==> src/rtl/serial_command_keyword_matcher_defines.svh <==
// ---------------------------------------------------------------------------
// Keyword matcher assertion macros
// Concurrent checks on clk, disabled while rst is high.
// ---------------------------------------------------------------------------
`ifndef SERIAL_COMMAND_KEYWORD_MATCHER_DEFINES_SVH
`define SERIAL_COMMAND_KEYWORD_MATCHER_DEFINES_SVH

`ifndef SYNTHESIS
// Check in the same cycle: when ante holds, cons must hold.
`define SCKM_ASSERT_NOW(label, ante, cons) \
  label: assert property (@(posedge clk) disable iff (rst) (ante) |-> (cons)) \
    else $error("keyword matcher check failed");
// Check in the following cycle: when ante holds, cons must hold on the next edge.
`define SCKM_ASSERT_NEXT(label, ante, cons) \
  label: assert property (@(posedge clk) disable iff (rst) (ante) |=> (cons)) \
    else $error("keyword matcher check failed");
`else
`define SCKM_ASSERT_NOW(label, ante, cons)
`define SCKM_ASSERT_NEXT(label, ante, cons)
`endif

`endif

==> src/rtl/scmk_pkg.sv <==
// ---------------------------------------------------------------------------
// Keyword matcher package
// Sizes, character codes and the structs passed between the table and the
// line comparator.
// ---------------------------------------------------------------------------
`timescale 1ns / 1ps

package scmk_pkg;

  localparam int MAX_SLOTS  = 4;
  localparam int NAME_LEN   = 16;
  localparam int LINE_LIMIT = 64;

  localparam int SIDX_W = (MAX_SLOTS > 1) ? $clog2(MAX_SLOTS) : 1;
  localparam int CNT_W  = $clog2(MAX_SLOTS + 1);
  localparam int POS_W  = (NAME_LEN > 1) ? $clog2(NAME_LEN) : 1;
  localparam int FILL_W = $clog2(NAME_LEN + 1);
  localparam int LPOS_W = $clog2(LINE_LIMIT + 1);
  localparam int CMP_W  = (LPOS_W > FILL_W) ? LPOS_W : FILL_W;
  localparam int IDX_W  = 2;

  localparam logic [7:0] CHAR_LF = 8'h0A;
  localparam logic [7:0] CHAR_CR = 8'h0D;

  localparam logic ACT_RECEIVE  = 1'b0;
  localparam logic ACT_REGISTER = 1'b1;

  // One byte landing in the table
  typedef struct packed {
    logic             valid;
    logic [SIDX_W-1:0] slot;
    logic [POS_W-1:0] pos;
    logic [7:0]       data;
  } name_wr_t;

  // Table occupancy seen by the comparator
  typedef struct packed {
    logic [MAX_SLOTS-1:0][FILL_W-1:0] fill;
    logic [CNT_W-1:0]                 count;
  } tbl_stat_t;

  // Line operation for this cycle
  typedef struct packed {
    logic       byte_en;
    logic       end_en;
    logic [7:0] data;
  } line_op_t;

endpackage

==> src/rtl/scmk_name_store.sv <==
// ---------------------------------------------------------------------------
// Keyword matcher name table
// Holds the registered names in per-slot byte lanes with a fill count each.
// ---------------------------------------------------------------------------
`timescale 1ns / 1ps

module scmk_name_store
  import scmk_pkg::*;
(
  input  logic                        clk,
  input  logic                        rst,
  input  logic                        reg_en,
  input  logic [7:0]                  reg_byte,
  input  logic                        reg_last,
  input  logic [POS_W-1:0]            rd_pos,
  output logic [MAX_SLOTS-1:0][7:0]   rd_byte,
  output tbl_stat_t                   stat,
  output name_wr_t                    wr
);

  logic [MAX_SLOTS-1:0][NAME_LEN-1:0][7:0] names;
  logic [MAX_SLOTS-1:0][FILL_W-1:0]        fill;
  logic [CNT_W-1:0]                        count;
  logic                                    name_zero;

  logic [SIDX_W-1:0] cur;
  logic [FILL_W-1:0] wpos;
  logic              room;
  logic              store;
  logic [7:0]        wbyte;

  always_comb begin
    cur   = SIDX_W'(count);
    wpos  = fill[cur];
    room  = count < CNT_W'(MAX_SLOTS);
    store = reg_en && room && (wpos < FILL_W'(NAME_LEN));
    // a zero byte ends the name: pad the rest with zero
    wbyte = name_zero ? 8'h00 : reg_byte;
  end

  always_comb begin
    wr.valid = store;
    wr.slot  = cur;
    wr.pos   = POS_W'(wpos);
    wr.data  = wbyte;
  end

  always_ff @(posedge clk) begin
    if (rst) begin
      fill      <= '0;
      count     <= '0;
      name_zero <= 1'b0;
    end else if (reg_en && room) begin
      if (store) begin
        fill[cur] <= wpos + FILL_W'(1);
        name_zero <= (wbyte == 8'h00);
      end
      if (reg_last) begin
        count     <= count + CNT_W'(1);
        name_zero <= 1'b0;
      end
    end
  end

  always_ff @(posedge clk) begin
    if (store) begin
      names[cur][POS_W'(wpos)] <= wbyte;
    end
  end

  always_comb begin
    for (int s = 0; s < MAX_SLOTS; s++) begin
      rd_byte[s] = names[s][rd_pos];
    end
    stat.fill  = fill;
    stat.count = count;
  end

endmodule

==> src/rtl/scmk_line_cmp.sv <==
// ---------------------------------------------------------------------------
// Keyword matcher line comparator
// Keeps the line head, and per slot a mismatch and an ended flag over the
// prefix that both the line and the name have reached.
// ---------------------------------------------------------------------------
`timescale 1ns / 1ps
`include "serial_command_keyword_matcher_defines.svh"

module scmk_line_cmp
  import scmk_pkg::*;
(
  input  logic                       clk,
  input  logic                       rst,
  input  line_op_t                   op,
  input  name_wr_t                   wr,
  input  tbl_stat_t                  stat,
  input  logic [MAX_SLOTS-1:0][7:0]  rd_byte,
  output logic [POS_W-1:0]           rd_pos,
  output logic                       hit,
  output logic [IDX_W-1:0]           hit_idx
);

  logic [LPOS_W-1:0]             line_pos;
  logic [NAME_LEN-1:0][7:0]      line_buf;
  logic [NAME_LEN-1:0]           zmask;
  logic [MAX_SLOTS-1:0]          mismatch;
  logic [MAX_SLOTS-1:0]          ended;
  logic [MAX_SLOTS-1:0]          mismatch_next;
  logic [MAX_SLOTS-1:0]          ended_next;
  logic [MAX_SLOTS-1:0]          fin_ok;

  logic [CMP_W-1:0] lp_ext;
  logic             line_room;
  logic             head_room;

  assign rd_pos    = POS_W'(line_pos);
  assign lp_ext    = CMP_W'(line_pos);
  assign line_room = line_pos < LPOS_W'(LINE_LIMIT);
  assign head_room = lp_ext < CMP_W'(NAME_LEN);

  always_comb begin
    logic [CMP_W-1:0] fx;
    logic [7:0]       a;
    mismatch_next = mismatch;
    ended_next    = ended;
    fx            = '0;
    a             = 8'h00;
    if (op.end_en) begin
      mismatch_next = '0;
      ended_next    = '0;
    end else if (op.byte_en) begin
      if (line_room) begin
        for (int s = 0; s < MAX_SLOTS; s++) begin
          fx = CMP_W'(stat.fill[s]);
          if (!mismatch[s] && !ended[s] && (lp_ext < fx)) begin
            if (op.data != rd_byte[s]) begin
              mismatch_next[s] = 1'b1;
            end else if (op.data == 8'h00) begin
              ended_next[s] = 1'b1;
            end
          end
        end
      end
    end else if (wr.valid && (CMP_W'(wr.pos) < lp_ext)) begin
      // name catches up with a line byte already held
      a = line_buf[wr.pos];
      if (!mismatch[wr.slot] && !ended[wr.slot]) begin
        if (a != wr.data) begin
          mismatch_next[wr.slot] = 1'b1;
        end else if (a == 8'h00) begin
          ended_next[wr.slot] = 1'b1;
        end
      end
    end
  end

  always_comb begin
    logic [CMP_W-1:0] fx;
    fx = '0;
    for (int s = 0; s < MAX_SLOTS; s++) begin
      fx = CMP_W'(stat.fill[s]);
      if (lp_ext < fx) begin
        fin_ok[s] = !mismatch[s] && (ended[s] || (rd_byte[s] == 8'h00));
      end else begin
        fin_ok[s] = !mismatch[s] && (ended[s] || (fx == lp_ext) ||
                    (fx == CMP_W'(NAME_LEN)) || zmask[POS_W'(stat.fill[s])]);
      end
    end
  end

  always_comb begin
    hit     = 1'b0;
    hit_idx = '0;
    for (int s = MAX_SLOTS - 1; s >= 0; s--) begin
      if (fin_ok[s] && (CNT_W'(s) < stat.count)) begin
        hit     = 1'b1;
        hit_idx = IDX_W'(s);
      end
    end
  end

  always_ff @(posedge clk) begin
    if (rst) begin
      line_pos <= '0;
      mismatch <= '0;
      ended    <= '0;
    end else begin
      mismatch <= mismatch_next;
      ended    <= ended_next;
      if (op.end_en) begin
        line_pos <= '0;
      end else if (op.byte_en && line_room) begin
        line_pos <= line_pos + LPOS_W'(1);
      end
    end
  end

  always_ff @(posedge clk) begin
    if (op.byte_en && line_room && head_room) begin
      line_buf[POS_W'(line_pos)] <= op.data;
      zmask[POS_W'(line_pos)]    <= (op.data == 8'h00);
    end
  end

  `SCKM_ASSERT_NOW(a_flags_excl, 1'b1, (mismatch & ended) == '0)
  `SCKM_ASSERT_NOW(a_line_bound, 1'b1, line_pos <= LPOS_W'(LINE_LIMIT))
  `SCKM_ASSERT_NOW(a_hit_committed, hit, CNT_W'(hit_idx) < stat.count)

endmodule

==> src/rtl/serial_command_keyword_matcher.sv <==
// ---------------------------------------------------------------------------
// Serial command keyword matcher
// Input words (s_*): s_tuser selects the kind, 0 a received line byte and
// 1 a name byte for the next free command slot; s_tlast marks the last byte
// of a name. A CR or LF line byte closes the line and yields one output
// word (m_*): m_tuser says whether a registered name matched, m_tdata
// carries the first matching slot (zero on no match). Other words give no
// output. Up to four names of sixteen bytes; lines hold 64 bytes.
// Flow: a word is taken into the input register on acceptance and
// processed from there; a closing byte loads the result register,
// which drives m_tvalid. Throughput: one word per cycle while m_tready
// is high; words without a result flow on regardless.
// Reset: the name table is empty, the line is empty, no output pending.
// Stall: while an output word waits on m_tready, a closing byte in the
// input register holds and s_tready drops; earlier words are not lost.
// ---------------------------------------------------------------------------
`timescale 1ns / 1ps
`include "serial_command_keyword_matcher_defines.svh"

module serial_command_keyword_matcher
  import scmk_pkg::*;
(
  input  logic       clk,
  input  logic       rst,
  input  logic       s_tvalid,
  output logic       s_tready,
  input  logic [7:0] s_tdata,   // [7:0] byte_value
  input  logic       s_tuser,   // [0] action
  input  logic       s_tlast,   // name_end
  output logic       m_tvalid,
  input  logic       m_tready,
  output logic [7:0] m_tdata,   // [1:0] command_index, [7:2] zero
  output logic       m_tuser    // [0] matched
);

  // input register
  logic       in_vld;
  logic       in_action;
  logic [7:0] in_byte;
  logic       in_last;

  // result register
  logic             out_vld;
  logic             out_matched;
  logic [IDX_W-1:0] out_idx;

  logic is_eol;
  logic advance;

  logic                      reg_en;
  line_op_t                  op;
  name_wr_t                  wr;
  tbl_stat_t                 stat;
  logic [MAX_SLOTS-1:0][7:0] rd_byte;
  logic [POS_W-1:0]          rd_pos;
  logic                      hit;
  logic [IDX_W-1:0]          hit_idx;

  // A closing byte needs the result register free; anything else goes.
  assign is_eol   = (in_action == ACT_RECEIVE) &&
                    ((in_byte == CHAR_LF) || (in_byte == CHAR_CR));
  assign advance  = in_vld && (!is_eol || !out_vld || m_tready);
  assign s_tready = !in_vld || advance;

  assign reg_en     = advance && (in_action == ACT_REGISTER);
  assign op.byte_en = advance && (in_action == ACT_RECEIVE) && !is_eol;
  assign op.end_en  = advance && is_eol;
  assign op.data    = in_byte;

  always_ff @(posedge clk) begin
    if (rst) begin
      in_vld <= 1'b0;
    end else if (s_tready) begin
      in_vld <= s_tvalid;
    end
  end

  // payload: load on every accepted word
  always_ff @(posedge clk) begin
    if (s_tvalid && s_tready) begin
      in_action <= s_tuser;
      in_byte   <= s_tdata;
      in_last   <= s_tlast;
    end
  end

  scmk_name_store u_store (
    .clk      (clk),
    .rst      (rst),
    .reg_en   (reg_en),
    .reg_byte (in_byte),
    .reg_last (in_last),
    .rd_pos   (rd_pos),
    .rd_byte  (rd_byte),
    .stat     (stat),
    .wr       (wr)
  );

  scmk_line_cmp u_cmp (
    .clk     (clk),
    .rst     (rst),
    .op      (op),
    .wr      (wr),
    .stat    (stat),
    .rd_byte (rd_byte),
    .rd_pos  (rd_pos),
    .hit     (hit),
    .hit_idx (hit_idx)
  );

  // Hold the result until taken; drop valid once taken with nothing new.
  always_ff @(posedge clk) begin
    if (rst) begin
      out_vld <= 1'b0;
    end else if (op.end_en) begin
      out_vld <= 1'b1;
    end else if (m_tready) begin
      out_vld <= 1'b0;
    end
  end

  always_ff @(posedge clk) begin
    if (op.end_en) begin
      out_matched <= hit;
      out_idx     <= hit_idx;
    end
  end

  assign m_tvalid = out_vld;
  assign m_tuser  = out_matched;
  assign m_tdata  = {{(8 - IDX_W){1'b0}}, out_idx};

  `SCKM_ASSERT_NOW(a_busy_holds, !s_tready, in_vld)
  `SCKM_ASSERT_NEXT(a_result_shown, op.end_en, m_tvalid)
  `SCKM_ASSERT_NOW(a_miss_index, m_tvalid && !m_tuser, m_tdata == 8'h00)

endmodule
==> config.mk <==
export PLATFORM = sky130hd
export DESIGN_NAME = serial_command_keyword_matcher
export DESIGN_NICKNAME = d
export VERILOG_FILES = /design/src/rtl/scmk_pkg.sv /design/src/rtl/scmk_name_store.sv /design/src/rtl/scmk_line_cmp.sv /design/src/rtl/serial_command_keyword_matcher.sv
export VERILOG_INCLUDE_DIRS = /design/src /design/src/rtl
export SDC_FILE = /design/constraint.sdc
export NUM_CORES = 1
export LEC_CHECK = 0
export BUFFER_PORTS_ARGS = -buffer_cell sky130_fd_sc_hd__buf_2
export CAP_MARGIN = 20
export CORE_MARGIN = 2
export CORE_UTILIZATION = 51
export CTS_CLUSTER_SIZE = 20
export DETAILED_ROUTE_END_ITERATION = 10
export GPL_TIMING_DRIVEN = 1
export PLACE_DENSITY_LB_ADDON = 0.2
export SKIP_LAST_GASP = 1
export SLEW_MARGIN = 20
export SYNTH_ARGS = -nofsm -noshare
export SYNTH_HDL_FRONTEND = slang
export SYNTH_HIERARCHICAL = 1
export SYNTH_SLANG_ARGS = --single-unit
==> constraint.sdc <==
create_clock -name clk -period 4.45 [get_ports clk]
set_clock_uncertainty 0.2 [all_clocks]
set_input_delay 0.445 -clock clk [delete_from_list [all_inputs] [get_ports clk]]
set_output_delay 0.445 -clock clk [all_outputs]
set_load 0.01 [all_outputs]
==> metrics.csv, run 1 <==
metric;value;unit
p_total;14.1;mW
worst_setup_path_start_kind;register;
wl_per_cell;28.1;µm
rsz0062_at_grt;no;
drive_gt1_share;23.2;%
syn_area;30000;µm²
ir_worst_vdd;0.277;mV
hold_viol;0;
grt_max_degree;85;
layout_commonest_cell;edfxtp_1;
fin_tns_setup;0;ps
finalCriticalPeriod;3860;ps
drtIter0Drc;1640;
r2r_setup_slack;590;ps
hpwl;44.8;mm
die_w;246;µm
synthArstFlopShare;0;%
num-nets-final;1748;
worstSetupEndpointType;register;
diodes;0;
place.gp.congestion;0.921;
via_count;15800;
grtUsageMet3;4.24;%
grt_pass1_vias;15600;
timing.rr.start;u_store/count[0];
cts.sinks;710;
hp-class;in2reg;
vias_per_cell;6.24;
grt_overflow;0;
core.rowCount;88;
max_slew.worst_pin.slew;1030;ps
drtPass1Iterations;6;
cap_violations;0;
fin_crit_sh;86.8;%
p_leak;10.5;nW
synth_ff_type;edfxtp_1;
required;4780;ps
yosys.area.top_type_share;67.1;%
routed_wl;70.8;mm
syn_area_per_cell;18.8;µm²
cts_made_buffers;73;
initial_utilization;51.7;%
utilization;58.2;%
gr-max-usage-layer;met2;
n_fill_cell;4251;
use_met2;37.1;%
synthToLayoutAreaGrowth;12.5;%
synth_edf_count;669;
layout_common_cells;669 x edfxtp_1, 172 x mux4_2, 117 x nor2_1;
h-tree-depth;3;
hold-worst-slack;166;ps
clockBufferDepth;3;
drv_slew;0;
postCtsSetupBuffers;0;
grt_use_met1;34.4;%
reg2reg_depth;10;
ys_seq_area_share;69.8;%
timing.rr.end;u_cmp/ended[3];
critPathKind;reg2reg;
yosys.area.top_type;edfxtp_1;
clockRootBuffer;clkbuf_16;
yosysWarnings;6;
clk_latency;610;ps
antenna_left;0;
p_per_area;420;nW/µm²
io_buffers;18;
min_path_cells;2;
core_area;57900;µm²
pin_count;25;
setup_violations;0;
maxClockFrequency;259;MHz
netlist_instances;1595;
die_h;246;µm
worst_ep_arrival_time;4190;ps
yosysUniqueCellTypes;79;
cts_tree;yes;
min_to;u_store/count[2];
route.detailed.drc;0;
multi_input_area;8430;µm²
hold_start;rst;
relSlewSlack;31.1;%
dieArea;60700;µm²
outcome;finished clean;
regArea;20900;µm²
ys_ff_latch;710;
track_usage;23.9;%
grt_first_pass_wirelength;105;mm
clk_pin_slew;60;ps
grt_antenna_before_repair;0;
cp_max_fo;17;
ys_top_cells_by_area;edfxtp_1 67%, mux4_2 13%, dfxtp_1 2.7%;
final cells by class:
class	count	area share (%)
inverter	32	0.356
multi-input combinational	767	25.0
clock inverter	44	1.14
sequential	710	62.1
timing repair buffer	115	2.74
tap	765	2.84
clock buffer	90	5.86
routing by layer:
metal	share of wire (%)	wire, µm	vias up
met5	0	0	-
met1	43	30300	8273
met4	3.6	2580	0
met3	6.6	4670	150
li1	-	-	6694
met2	47	33200	637
kinds of logic after synthesis:
group                      synth area share [%]
adders and majority gates                  1.46
AOI/OAI and AO/OA                          3.03
other                                    0.0125
muxes                                      16.8
and+or+nand+nor                            5.13
DFF                                        69.8
xor gates and xnor gates                   1.43
buffers and inverters                      2.33
how the worst max path moves through the flow:
stage	endpoint	depth (start not counted)	slack, ps	startpoint
6_report	u_cmp/ended[3]	10	590	u_store/count[0]
4_1_cts	u_cmp/ended[3]	10	570	u_store/count[0]
3_3_place_gp	u_cmp/ended[2]	10	630	u_store/stat[19]
3_5_place_dp	u_cmp/ended[2]	10	610	u_store/count[0]
2_1_floorplan	u_cmp/ended[1]	7	330	in_byte[5]
5_1_grt	u_cmp/ended[1]	10	370	u_store/count[0]
what timing repair did:
item	CTS	global route
endpoints found under the hold margin	12	0
hold buffers	12	0
resized for setup	0	0
power by group:
part	internal, mW	switching [mW]
clock	3.56	2.46
combinational	0.267	0.452
sequential	7.37	0.0269
metrics by stage:
step                      area, µm²  cells  setup slack [ps]
after CTS                     33700   2523               574
after detailed placement      31200   2377               614
after global routing          33700   2523               374
final                         33700   2523               588
after global placement        31200   2377               626
after floorplan               30000   1600               326
critical path, stage by stage (launching register included):
cell and delay [ps]:
dfxtp_1 400, mux4_4 810, buf_4 300, mux2i_1 150, a22o_1 260, o21a_1 190
or4_1 480, nor4_2 180, o211ai_2 240, a211oi_2 350, a32o_1 230
Yosys cell counts (12+ instances only):
cell type,instances
inv_1,32
a21oi_1,30
dfxtp_1,41
buf_4,16
ha_1,35
xor2_1,16
mux4_2,173
a211oi_1,15
nand2_1,55
nor3_1,12
xnor2_1,33
nor2_1,117
nand2b_1,12
mux4_1,23
nor2b_1,19
nor4_1,16
buf_2,12
edfxtp_1,669
buf_6,20
clkbuf_1,36
mux2i_1,42
flip-flops by register name, summed over array words and instances, names as in the netlist:
| register | count |
|---|---|
| u_store/names | 512 |
| u_cmp/line_buf | 128 |
| u_store/stat | 20 |
| u_cmp/zmask | 16 |
| in_byte | 8 |
| u_cmp/line_pos | 7 |
| u_cmp/ended | 4 |
| u_cmp/mismatch | 4 |
| u_store/count | 3 |
| out_idx | 2 |
| in_action | 1 |
| in_last | 1 |
| in_vld | 1 |
| m_tuser | 1 |
| m_tvalid | 1 |
| u_store/name_zero | 1 |
Power figures use the tool's default switching activity.
==> run 2: changes to the inputs <==
- CORE_MARGIN: 2 -> 5
- CORE_UTILIZATION: 51 -> 53
==> metrics.csv, run 2 (synthesized netlist as in run 1, its figures left out) <==
metric;value;unit
routed_wl;71.1;mm
wl_per_cell;28.5;µm
wirelength_met1;28.8;mm
clk_pin_slew;60;ps
die_w;248;µm
cts_made_buffers;75;
ir_worst_vdd;0.463;mV
worst_ep_arrival_time;4380;ps
p_total;14.4;mW
layout_commonest_cell;edfxtp_1;
h-tree-depth;3;
grt_overflow;0;
top_layer;met4;
reg2reg_depth;10;
worstSetupEndpointType;register;
r2r_setup_slack;420;ps
pin_count;25;
pwr-share-clk;43.5;%
power_frac_seq;51.5;%
pwr-share-comb;5.0;%
postCtsSetupBuffers;0;
timing.rr.end;u_cmp/ended[2];
hold_viol;0;
pre_cts_ws;486;ps
setup_ws;425;ps
switching_share;21.1;%
clk_latency;630;ps
core.rowCount;87;
outcome;finished clean;
drv_slew;0;
met2_length;35.5;mm
cts_tree;yes;
grt_max_degree;65;
num-nets-final;1735;
antenna_left;0;
hpwl;45.3;mm
fin_crit_sh;90.5;%
grt_antenna_before_repair;0;
critPathKind;reg2reg;
diodes;0;
clockRootBuffer;clkbuf_16;
fin_cells;2500;
place_inst;2353;
clockBufferDepth;3;
worst_setup_path_start_kind;register;
rsz0062_at_grt;no;
min_path_cells;2;
grt_first_pass_wirelength;106;mm
die_h;248;µm
layout_common_cells;669 x edfxtp_1, 172 x mux4_2, 117 x nor2_1;
wl_met3;4.90;mm
largest_reg_flops;512;
drtIter0Drc;1450;
vias_per_cell;6.23;
via_count;15600;
cap_violations;0;
maxClockFrequency;248;MHz
largest-register;u_store/names;
route.detailed.drc;0;
min_to;u_store/count[2];
core_area;56200;µm²
io_buffers;18;
cts.sinks;710;
required;4810;ps
finalCriticalPeriod;4030;ps
drtPass1Iterations;5;
setup_violations;0;
cp_max_fo;15;
hp-class;in2reg;
max_slew.worst_pin.slew;948;ps
power_switching;3.03;mW
p_leak;10.4;nW
relSlewSlack;36.6;%
final_area;33700;µm²
drive_gt1_share;22.7;%
p_per_area;427;nW/µm²
hold_start;rst;
initial_utilization;53.3;%
place.gp.congestion;0.924;
timing.rr.start;u_store/stat[19];
place_area;31100;µm²
fin_tns_setup;0;ps
grt_pass1_vias;15800;
intPower;11.4;mW
dieArea;61400;µm²
track_usage;23.6;%
synthToLayoutAreaGrowth;12.5;%
hold-worst-slack;141;ps
utilization;60.0;%
-- run 2: changes by cell type in the layout (fill, tap and decap cells not counted), sizes merged --
cell,previous run,this run
buf,103,88
bufinv,7,9
clkbuf,90,97
clkinv,34,24
clkinvlp,1,2
inv,34,35
-- run 2: timing repair --
| action | 4_1_cts | 5_1_grt |
|---|---|---|
| resized for setup | 0 | 0 |
| hold buffers | 12 | 0 |
| endpoints found under the hold margin | 12 | 0 |
-- run 2: critical path, stage by stage, from the launching register on --
cell	delay, ps
dfxtp_1	400
mux4_4	830
buf_4	290
mux2_1	340
o22ai_1	240
nor3_1	70
or4_1	540
nor4_2	200
o211ai_2	240
a211oi_2	360
a32o_1	220
-- run 2: metal layers --
metal	up-vias	track usage (%)
li1	6660	-
met1	8162	33.2
met2	630	38.9
met3	129	4.23
met4	0	6.61
met5	-	0
-- run 2: layout make-up --
type	instances	area [µm²]
Multi-Input combinational cell	767	8430
Inverter	32	120
Fill cell	4047	22500
Clock buffer	97	1990
Tap cell	756	946
Sequential cell	710	20900
Timing Repair Buffer	100	811
Clock inverter	38	494
-- run 2: worst max-delay path by stage --
stage	startpoint	cells past startpoint	endpoint	slack [ps]
after floorplan	in_byte[5]	7	u_cmp/ended[1]	330
after global placement	u_store/stat[19]	10	u_cmp/ended[2]	620
after detailed placement	u_store/stat[19]	10	u_cmp/ended[3]	490
after CTS	u_store/stat[19]	10	u_cmp/ended[2]	470
after global routing	u_store/stat[19]	10	u_cmp/ended[2]	260
final	u_store/stat[19]	10	u_cmp/ended[2]	420
-- run 2: power groups by stage --
stage | Clock [mW] | Combinational, mW | Sequential (mW)
2_1_floorplan | 0 | 0.460 | 7.55
6_report | 6.26 | 0.724 | 7.40
3_3_place_gp | 0 | 0.700 | 7.54
5_1_grt | 6.66 | 0.772 | 7.40
3_5_place_dp | 0 | 0.718 | 7.54
4_1_cts | 6.38 | 0.727 | 7.40
